**src/hdl/hwp_pkg.sv**
```systemverilog
package hwp_pkg;

  // Digit limit, leading zeros included
  localparam int MAX_DIGITS = 16;
  localparam int CNT_W      = $clog2(MAX_DIGITS + 1);
  localparam int WORD_W     = 64;
  localparam int CHAR_W     = 8;

  // Parse phase codes
  localparam logic [2:0] PH_LEAD   = 3'd0;
  localparam logic [2:0] PH_ZERO   = 3'd1;
  localparam logic [2:0] PH_PREFIX = 3'd2;
  localparam logic [2:0] PH_DIGITS = 3'd3;
  localparam logic [2:0] PH_TRAIL  = 3'd4;

  // Character codes of interest
  localparam logic [7:0] CH_ZERO    = 8'h30;
  localparam logic [7:0] CH_NINE    = 8'h39;
  localparam logic [7:0] CH_LO_A    = 8'h61;
  localparam logic [7:0] CH_LO_F    = 8'h66;
  localparam logic [7:0] CH_UP_A    = 8'h41;
  localparam logic [7:0] CH_UP_F    = 8'h46;
  localparam logic [7:0] CH_LO_X    = 8'h78;
  localparam logic [7:0] CH_UP_X    = 8'h58;
  localparam logic [7:0] CH_SPACE   = 8'h20;
  localparam logic [7:0] CH_TAB     = 8'h09;
  localparam logic [7:0] CH_CR      = 8'h0D;

  // Classification of one character
  typedef struct packed {
    logic       is_space;
    logic       is_hex;
    logic       is_zero;
    logic       is_x;
    logic [3:0] nib;
  } char_class_t;

endpackage

```
**src/hdl/hwp_char_class.sv**
```systemverilog
module hwp_char_class
  import hwp_pkg::*;
(
  input  logic [CHAR_W-1:0] char_code,
  output char_class_t       cls
);

  logic is_dec;
  logic is_lo;
  logic is_up;

  // Range decode of digits and letters
  assign is_dec = (char_code >= CH_ZERO) && (char_code <= CH_NINE);
  assign is_lo  = (char_code >= CH_LO_A) && (char_code <= CH_LO_F);
  assign is_up  = (char_code >= CH_UP_A) && (char_code <= CH_UP_F);

  always_comb begin
    cls.is_space = (char_code == CH_SPACE) ||
                   ((char_code >= CH_TAB) && (char_code <= CH_CR));
    cls.is_hex   = is_dec || is_lo || is_up;
    cls.is_zero  = (char_code == CH_ZERO);
    cls.is_x     = (char_code == CH_LO_X) || (char_code == CH_UP_X);
    // Letters: low nibble 1..6 maps to 10..15
    if (is_dec) begin
      cls.nib = char_code[3:0];
    end else if (is_lo || is_up) begin
      cls.nib = char_code[3:0] + 4'd9;
    end else begin
      cls.nib = 4'd0;
    end
  end

endmodule

```
**src/hdl/hwp_step.sv**
```systemverilog
module hwp_step
  import hwp_pkg::*;
(
  input  logic              clk,
  input  logic              rst_n,
  input  logic              en,
  input  char_class_t       cls,
  input  logic              no_char,
  input  logic              last,
  output logic              ok,
  output logic [WORD_W-1:0] word
);

  logic [2:0]        phase_r,  phase_nxt;
  logic [WORD_W-1:0] accum_r,  accum_nxt;
  logic [CNT_W-1:0]  cnt_r,    cnt_nxt;
  logic              failed_r, failed_nxt;

  // One character of the state update
  always_comb begin
    phase_nxt  = phase_r;
    accum_nxt  = accum_r;
    cnt_nxt    = cnt_r;
    failed_nxt = failed_r;
    if (!no_char && !failed_r) begin
      case (phase_r)
        PH_LEAD, PH_ZERO, PH_PREFIX, PH_DIGITS: begin
          if ((phase_r == PH_LEAD) && cls.is_space) begin
            // still skipping leading blanks
          end else if ((phase_r == PH_LEAD) && cls.is_zero) begin
            cnt_nxt   = CNT_W'(1);
            accum_nxt = '0;
            phase_nxt = PH_ZERO;
          end else if ((phase_r == PH_ZERO) && cls.is_x) begin
            cnt_nxt   = '0;
            accum_nxt = '0;
            phase_nxt = PH_PREFIX;
          end else if (cls.is_hex) begin
            // digit limit reached: reject, count holds
            if (cnt_r == CNT_W'(MAX_DIGITS)) begin
              failed_nxt = 1'b1;
            end else begin
              cnt_nxt   = cnt_r + CNT_W'(1);
              accum_nxt = {accum_r[WORD_W-5:0], cls.nib};
              phase_nxt = PH_DIGITS;
            end
          end else if (cls.is_space &&
                       ((phase_r == PH_ZERO) || (phase_r == PH_DIGITS))) begin
            phase_nxt = PH_TRAIL;
          end else begin
            failed_nxt = 1'b1;
          end
        end
        PH_TRAIL: begin
          if (!cls.is_space) begin
            failed_nxt = 1'b1;
          end
        end
        default: begin
          failed_nxt = 1'b1;
        end
      endcase
    end
  end

  // Verdict on the end of the string
  assign ok = !failed_nxt && (cnt_nxt != '0) &&
              ((phase_nxt == PH_ZERO) || (phase_nxt == PH_DIGITS) ||
               (phase_nxt == PH_TRAIL));
  assign word = ok ? accum_nxt : '0;

  // Parse state; the last item returns to the reset state
  always_ff @(posedge clk) begin
    if (!rst_n) begin
      phase_r  <= PH_LEAD;
      accum_r  <= '0;
      cnt_r    <= '0;
      failed_r <= 1'b0;
    end else if (en) begin
      if (last) begin
        phase_r  <= PH_LEAD;
        accum_r  <= '0;
        cnt_r    <= '0;
        failed_r <= 1'b0;
      end else begin
        phase_r  <= phase_nxt;
        accum_r  <= accum_nxt;
        cnt_r    <= cnt_nxt;
        failed_r <= failed_nxt;
      end
    end
  end

endmodule

```
**src/hdl/hex_word_text_parser_core.sv**
```systemverilog
// An accepted request passes the input register, then the result register.
// Throughput: one request per cycle unless stalled; results only on tlast.
// The input register and the result register each hold one request, so the
// input side stalls only while a result waits and the input register is full.
// Reset: rst_n synchronous, active low; clears both valid flags and parse state.
module hex_word_text_parser_core
  import hwp_pkg::*;
(
  input  logic              clk,
  input  logic              rst_n,
  input  logic              in_tvalid,
  output logic              in_tready,
  input  logic [7:0]        in_tdata,   // [7:0] char_code
  input  logic [0:0]        in_tuser,   // [0] no_char
  input  logic              in_tlast,   // last
  output logic              out_tvalid,
  input  logic              out_tready,
  output logic [63:0]       out_tdata,  // [63:0] word
  output logic [0:0]        out_tuser   // [0] ok
);

  logic              s1_valid_r;
  logic [CHAR_W-1:0] s1_char_r;
  logic              s1_nochar_r;
  logic              s1_last_r;
  logic              out_valid_r, out_valid_nxt;
  logic [WORD_W-1:0] out_word_r;
  logic              out_ok_r;
  logic              out_free;
  logic              s1_go;
  logic              in_fire;
  char_class_t       cls;
  logic              step_ok;
  logic [WORD_W-1:0] step_word;

  // Handshake control
  assign out_free  = !out_valid_r || out_tready;
  assign s1_go     = s1_valid_r && out_free;
  assign in_tready = !s1_valid_r || out_free;
  assign in_fire   = in_tvalid && in_tready;

  // Input register
  always_ff @(posedge clk) begin
    if (!rst_n) begin
      s1_valid_r <= 1'b0;
    end else if (in_tready) begin
      s1_valid_r <= in_tvalid;
    end
  end

  always_ff @(posedge clk) begin
    if (in_fire) begin
      s1_char_r   <= in_tdata;
      s1_nochar_r <= in_tuser[0];
      s1_last_r   <= in_tlast;
    end
  end

  hwp_char_class u_class (
    .char_code (s1_char_r),
    .cls       (cls)
  );

  hwp_step u_step (
    .clk     (clk),
    .rst_n   (rst_n),
    .en      (s1_go),
    .cls     (cls),
    .no_char (s1_nochar_r),
    .last    (s1_last_r),
    .ok      (step_ok),
    .word    (step_word)
  );

  // Result register
  always_comb begin
    out_valid_nxt = out_valid_r;
    if (s1_go && s1_last_r) begin
      out_valid_nxt = 1'b1;
    end else if (out_tready) begin
      out_valid_nxt = 1'b0;
    end
  end

  always_ff @(posedge clk) begin
    if (!rst_n) begin
      out_valid_r <= 1'b0;
    end else begin
      out_valid_r <= out_valid_nxt;
    end
  end

  always_ff @(posedge clk) begin
    if (s1_go && s1_last_r) begin
      out_word_r <= step_word;
      out_ok_r   <= step_ok;
    end
  end

  assign out_tvalid   = out_valid_r;
  assign out_tdata    = out_word_r;
  assign out_tuser[0] = out_ok_r;

endmodule

```
**config.mk**
```make
export PLATFORM = sky130hd
export DESIGN_NAME = hex_word_text_parser_core
export DESIGN_NICKNAME = d
export VERILOG_FILES = /design/src/hdl/hwp_pkg.sv /design/src/hdl/hwp_char_class.sv /design/src/hdl/hwp_step.sv /design/src/hdl/hex_word_text_parser_core.sv
export SDC_FILE = /design/constraint.sdc
export NUM_CORES = 1
export LEC_CHECK = 0
export ABC_AREA = 1
export BUFFER_PORTS_ARGS = -buffer_cell sky130_fd_sc_hd__buf_2
export CORE_MARGIN = 3
export CORE_UTILIZATION = 28
export CTS_CLUSTER_DIAMETER = 30
export DETAILED_ROUTE_END_ITERATION = 7
export GPL_ROUTABILITY_DRIVEN = 0
export SLEW_MARGIN = 40
export SYNTH_ARGS = -nofsm -noshare
export SYNTH_HDL_FRONTEND = slang
export SYNTH_SLANG_ARGS = --single-unit
export TNS_END_PERCENT = 10
```
**constraint.sdc**
```tcl
create_clock -name clk -period 4.75 [get_ports clk]
set_clock_uncertainty 0.1 [all_clocks]
set_input_delay 0.95 -clock clk [delete_from_list [all_inputs] [get_ports clk]]
set_output_delay 0.95 -clock clk [all_outputs]
set_load 0.01 [all_outputs]
```
==> run metrics, run 1 <==
Ports=81; Post-CTS Setup Bufs=0; die width=169 um; total of max-cap violations=0; setup TNS=0 ns; TritonCTS clock tree=done; Tcrit/Tclk final=70.5%; worst skew pair latency=0.43 ns; CP Capture Point=out_tuser$_DFFE_PP_; diode count=0; drt wl/cell=13.3 um; post-synthesis mux area share=0%; final hold vios=0; RR Endpoint=out_tuser$_DFFE_PP_; Worst Reg-to-Reg Cells=11; post-synth cell types=36; Top FF cell, synth=edfxtp_1; most frequent cells in the layout=nand2_1, inv_1, buf_2; P_leak=0.00293 uW; multi-input logic area=2840 um^2; CP max FO=36; Tightest Pin Transition=0.807 ns; crit path kind=reg -> reg; Pins Over Slew Limit=0; initial core utilization=28.5%; EDFF count, synth=75; Ys Warns=0; Filler cells=2725; wire length of the first global-routing pass=27.4 mm; core area=26100 um^2; DR DRC count=0; Net Count, Synth=863; final setup vio count=0; Area Growth Syn to Fin=17.0%; Compound-Gate Fraction of Synth Area=13.7%; row count=59; peak supply drop=0.188 mV; WP data arrival=3.39 ns; status=complete, no violations; share of layout cells above drive strength 1=27.3%; xor and xnor area share after synthesis=0.587%; Post-Synth Simple-Gate Area=22.4%; # port buffers=80; Post-Synthesis Cell Area=7460 um^2; Reg2Reg Setup Slack=1.40 ns; commonest non-fill, non-tap cell in the layout=nand2_1; fin nets=924; Mapped Avg Cell Area=8.85 um^2; asr flop ratio synth=0%; sequential fraction of the synthesis area=50.3%; post-route ant nets=0; RR Startpoint=s1_char_r[0]$_DFFE_PP_; Sink Count=150; CTS resizes=0; vias in the first global route=5346; post-synthesis adder-cell area fraction=1.01%; area of the die=28600 um^2; Core Util, Final=33.4%; GRT Total Usage=11.8%; DRT Wirelength=16.6 mm; hold_buf cts=0; Die Ht=169 um; antenna violations before repair=0; critical path capture point type=flip-flop; P per Cell Area=334 nW/um^2; register clock-pin slew on the reported worst setup and hold paths=0.07 ns; via count=5559; CP Launch Type=flip-flop; Slew HR=46.2%; DR pass1 iterations=5; CP Launch Point=s1_char_r[0]$_DFFE_PP_; RSZ-0062 raised after global routing=false; CTS Buf Count=17; Seq cells post-synth=150; clock root buffer=clkbuf_16; Vias/cell=4.44; Required @ worst endpoint=4.79 ns; fmax=299 MHz; combinational family with the most area after synthesis=simple AND/OR/NAND/NOR gates; FF+latch area=3750 um^2; grt total ovfl=0; initial DRC count=428; Clock Tree Buf Depth=2; DP Wirelength=10.8 mm; HP Class=reg -> reg; minimum clock period=3.35 ns; Post-Syn Instances=843; H-tree depth=4; largest net degree at the start of global routing=74
## report_power, final
group / leakage, uW / total (uW) / switching (uW) / internal [uW]
combinational: 0.00125 / 170 / 132 / 37.9
clock: 0.000284 / 1370 / 560 / 811
sequential: 0.00140 / 1380 / 8.43 / 1370
## worst min path at each step
stage,start,endpoint,depth (start not counted)
CTS,u_step.accum_r[45]$_SDFFE_PN0P_,u_step.accum_r[45]$_SDFFE_PN0P_,2
finish,u_step.accum_r[15]$_SDFFE_PN0P_,u_step.accum_r[15]$_SDFFE_PN0P_,2
floorplan,u_step.accum_r[0]$_SDFFE_PN0P_,u_step.accum_r[0]$_SDFFE_PN0P_,2
detailed placement,u_step.accum_r[45]$_SDFFE_PN0P_,u_step.accum_r[45]$_SDFFE_PN0P_,2
global route,u_step.accum_r[59]$_SDFFE_PN0P_,u_step.accum_r[59]$_SDFFE_PN0P_,2
global placement,u_step.accum_r[44]$_SDFFE_PN0P_,u_step.accum_r[44]$_SDFFE_PN0P_,2
## synth_stat cells (2+ instances only)
master    number  share of area, %
inv_2         26               1.3
buf_4          4              0.40
dfxtp_1       75                20
buf_2         12              0.81
a21oi_1       75               5.0
nor2_1        30               1.5
nor3_2        59               7.9
nand2_4        4              0.60
nor2_2         3              0.25
o21ai_0       15               1.0
inv_1        136               6.8
o22ai_1       38               3.2
ha_1           6               1.0
nand3_2        5              0.67
nand2_1      184               9.3
buf_6         10               1.5
xor2_1         4              0.47
nand4_1        2              0.17
edfxtp_1      75                30
o21ai_1        5              0.34
clkbuf_1      23               1.2
o22ai_2       20               3.4
nand3_1       14              0.94
nor3_1         6              0.40
## sequential cells by signal, indices dropped and copies added, names as in the netlist
register	cells
u_step.cnt_r	5
out_tdata	64
u_step.failed_r	1
s1_char_r	8
s1_nochar_r	1
s1_last_r	1
u_step.accum_r	64
s1_valid_r	1
out_tuser	1
u_step.phase_r	3
out_tvalid	1
## final cells by class
cell class / instances / area share [%]
flip-flops and latches: 150 / 43.0
multi-input cells: 482 / 32.6
inverters: 162 / 7.03
repair buffers: 91 / 5.72
clock buffers: 20 / 5.23
well taps: 335 / 4.80
clock inverters: 12 / 1.62
## metal layers
layer | global-route usage, % | routed length, um | vias up
met1 | 16.1 | 8080 | 2556
met5 | 0 | 0 | -
met2 | 18.4 | 7580 | 126
met3 | 3.14 | 822 | 11
met4 | 3.09 | 147 | 0
li1 | - | - | 2866
## worst max-delay path, stage by stage, from the launching register on
cell	delay, ns
edfxtp_1	0.48
ha_1	0.28
nand3b_2	0.26
nand3_2	0.08
nand2_1	0.08
nand3_2	0.12
nand2_1	0.13
o21ai_0	0.18
o21ai_1	0.18
nand3_4	0.50
buf_4	0.53
nor2_1	0.11
## through the flow
step	instance area [um^2]	instances	total power, uW	worst slack [ns]	hold WS [ns]
floorplan	7460	843	1540	0.284	0.345
global placement	8120	1220	1570	1.50	0.351
detailed placement	8130	1220	1580	1.45	0.355
CTS	8720	1252	2950	1.43	0.365
global route	8730	1252	3020	1.08	0.378
finish	8730	1252	2920	1.40	0.364
## logic make-up after synthesis
| family | count (synthesis) |
|---|---|
| buffers and inverters | 211 |
| and+or+nand+nor | 312 |
| xor gates and xnor gates | 5 |
| adders and majority gates | 6 |
| AOI/OAI and AO/OA | 159 |
| DFF | 150 |
No activity file was read; power rests on OpenSTA's default activity.
==> run 2, diff against run 1 <==
--- a/config.mk
+++ b/config.mk
@@ -5,7 +5,7 @@
 export SDC_FILE = /design/constraint.sdc
 export NUM_CORES = 1
 export LEC_CHECK = 0
-export ABC_AREA = 1
+export ABC_AREA = 0
 export BUFFER_PORTS_ARGS = -buffer_cell sky130_fd_sc_hd__buf_2
 export CORE_MARGIN = 3
 export CORE_UTILIZATION = 28
==> constraint.sdc (replaced) <==
create_clock -name clk -period 3.1 [get_ports clk]
set_clock_uncertainty 0.1 [all_clocks]
set_input_delay 0.62 -clock clk [delete_from_list [all_inputs] [get_ports clk]]
set_output_delay 0.62 -clock clk [all_outputs]
set_load 0.01 [all_outputs]
==> run metrics, run 2 <==
status=complete, no violations; fmax=324 MHz; Net Count, Synth=620; Pins Over Slew Limit=0; DP Wirelength=11.0 mm; core area=24500 um^2; drt wl/cell=17.0 um; TritonCTS clock tree=done; Synth top area share=31.9%; grt total ovfl=0; CP max FO=7; top cells by count, synth=a22oi_1, dfxtp_1, edfxtp_1, nor2b_1, a211oi_2; Comb power frac=5.7%; antenna violations before repair=0; Core Util, Final=36.9%; critical path capture point type=flip-flop; initial DRC count=436; most frequent cells in the layout=a22oi_1, buf_2, edfxtp_1, dfxtp_1, nor2b_1; Sw Share=22.7%; Ports=81; area post-placement=8090 um^2; Post-Syn Instances=600; WP data arrival=3.15 ns; Vias/cell=5.15; Final WS setup=0.0136 ns; count leader, synth=a22oi_1; largest net degree at the start of global routing=66; Seq cells post-synth=150; HP Start=in_tdata[7]; peak supply drop=0.387 mV; CP Launch Type=flip-flop; switching power=1010 uW; wire length of the first global-routing pass=27.8 mm; final hold vios=0; fin nets=718; total of max-cap violations=0; post-synth cell types=62; largest cells by area after synthesis=edfxtp_1, dfxtp_1, a22oi_1; final setup vio count=0; CTS Buf Count=17; Tightest Pin Transition=0.674 ns; DRT Wirelength=17.6 mm; Final Non-Filler Cells=1035; post-route ant nets=0; die width=165 um; Reg power frac=47.5%; H-tree depth=4; Clock Tree Buf Depth=2; register clock-pin slew on the reported worst setup and hold paths=0.07 ns; clock root buffer=clkbuf_16; Slew HR=54.8%; DR DRC count=0; Mapped Avg Cell Area=11.8 um^2; P_leak=0.00293 uW; RR Startpoint=s1_char_r[1]$_DFFE_PP_; Die Ht=165 um; Sink Count=150; sequential fraction of the synthesis area=53.2%; placed cell count=987; share of layout cells above drive strength 1=35.9%; design area=9050 um^2; Required @ worst endpoint=3.17 ns; Tcrit/Tclk final=99.6%; Post-Synthesis Cell Area=7050 um^2; # port buffers=80; Ys Warns=0; EDFF count, synth=75; GRT Total Usage=12.9%; top cell type by total area after synthesis=edfxtp_1; P per Cell Area=490 nW/um^2; commonest non-fill, non-tap cell in the layout=a22oi_1; Worst Reg-to-Reg Cells=12; Pint=3430 uW; worst skew pair latency=0.43 ns; RSZ-0062 raised after global routing=true; area of the die=27100 um^2; asr flop ratio synth=0%; hold path cells=1; Top FF cell, synth=edfxtp_1; vias in the first global route=5076; hold_buf cts=0; Clock Power Share=46.9%; initial core utilization=28.7%; CP Launch Point=s1_char_r[1]$_DFFE_PP_; Area Growth Syn to Fin=28.4%; pre-CTS WS=-0.0889 ns; DR pass1 iterations=5; row count=57; minimum clock period=3.09 ns; HP Class=in -> reg; via count=5331; diode count=0; crit path kind=reg -> reg
## run 2: cell count changes after synthesis, sizes merged, moves of 5 or more
cell and change:
nor3 -58, nor3b +5, nand2 -179, nor2 -23, o22ai -56, o21ai -14
a211oi +60, nand3 -15, and2 +5, a21oi -65, inv -153, a22oi +132
clkbuf +9, nor2b +70
## run 2: kinds of logic after synthesis
group | after synthesis | share of synthesized area [%]
AOI/OAI and AO/OA | 243 | 29.0
muxes | 1 | 0.160
DFF | 150 | 53.2
buffers and inverters | 68 | 4.60
and+or+nand+nor | 129 | 11.5
xor gates and xnor gates | 3 | 0.373
adders and majority gates | 6 | 1.06
## run 2: layout make-up
class	instances	area, um^2
tap	324	405
sequential	150	3750
clock inverter	8	53.8
timing repair buffer	137	1090
clock buffer	24	547
multi-input combinational	383	3170
inverter	9	33.8
fill	2407	15500
## run 2: power groups by stage
stage | registers, uW | logic (uW) | clock network [uW]
final | 2110 | 252 | 2080
after global routing | 2110 | 273 | 2210
after CTS | 2110 | 236 | 2120
after detailed placement | 2150 | 226 | 0
after global placement | 2150 | 227 | 0
after floorplan | 2160 | 126 | 0
## run 2: worst paths after layout
kind | end | slack [ns]
setup / recovery | out_tdata[59]$_SDFFCE_PN0P_ | 0.01
hold / removal | s1_char_r[7]$_DFFE_PP_ | 0.26
setup reg to reg | out_tdata[59]$_SDFFCE_PN0P_ | 0.01
hold reg to reg | u_step.accum_r[62]$_SDFFE_PN0P_ | 0.43
## run 2: metal layers
metal  vias to the layer above  global-route usage (%)  part of all wire [%]
li1                       2550                       -                     -
met1                      2607                    17.0                    43
met2                       146                    21.3                    50
met3                        28                    2.46                   4.8
met4                         0                    4.42                   1.8
met5                         -                       0                     0
## run 2: metrics by stage
step | setup TNS, ns | total power (uW) | hold slack [ns]
2_1_floorplan | 0 | 2280 | 0.401
3_3_place_gp | -0.0994 | 2380 | 0.414
3_5_place_dp | -1.53 | 2380 | 0.427
4_1_cts | -0.0303 | 4460 | 0.240
5_1_grt | -7.58 | 4600 | 0.240
6_report | 0 | 4440 | 0.258
## run 2: worst max-delay path, stage by stage (launching register included)
cell       delay (ns)
edfxtp_1         0.40
inv_2            0.10
ha_4             0.13
or3b_4           0.39
a2111oi_4        0.39
a31oi_2          0.15
nand2_2          0.13
buf_6            0.12
o22ai_4          0.07
nor4_4           0.37
buf_6            0.23
clkbuf_16        0.18
a211oi_2         0.06
## run 2: repair_timing
| action | CTS | global route |
|---|---|---|
| pin swaps | 9 | 48 |
| resized for setup | 10 | 25 |
| gates cloned | 2 | 3 |
| buffers inserted | 3 | 8 |
| endpoints found under the setup margin | 53 | 65 |
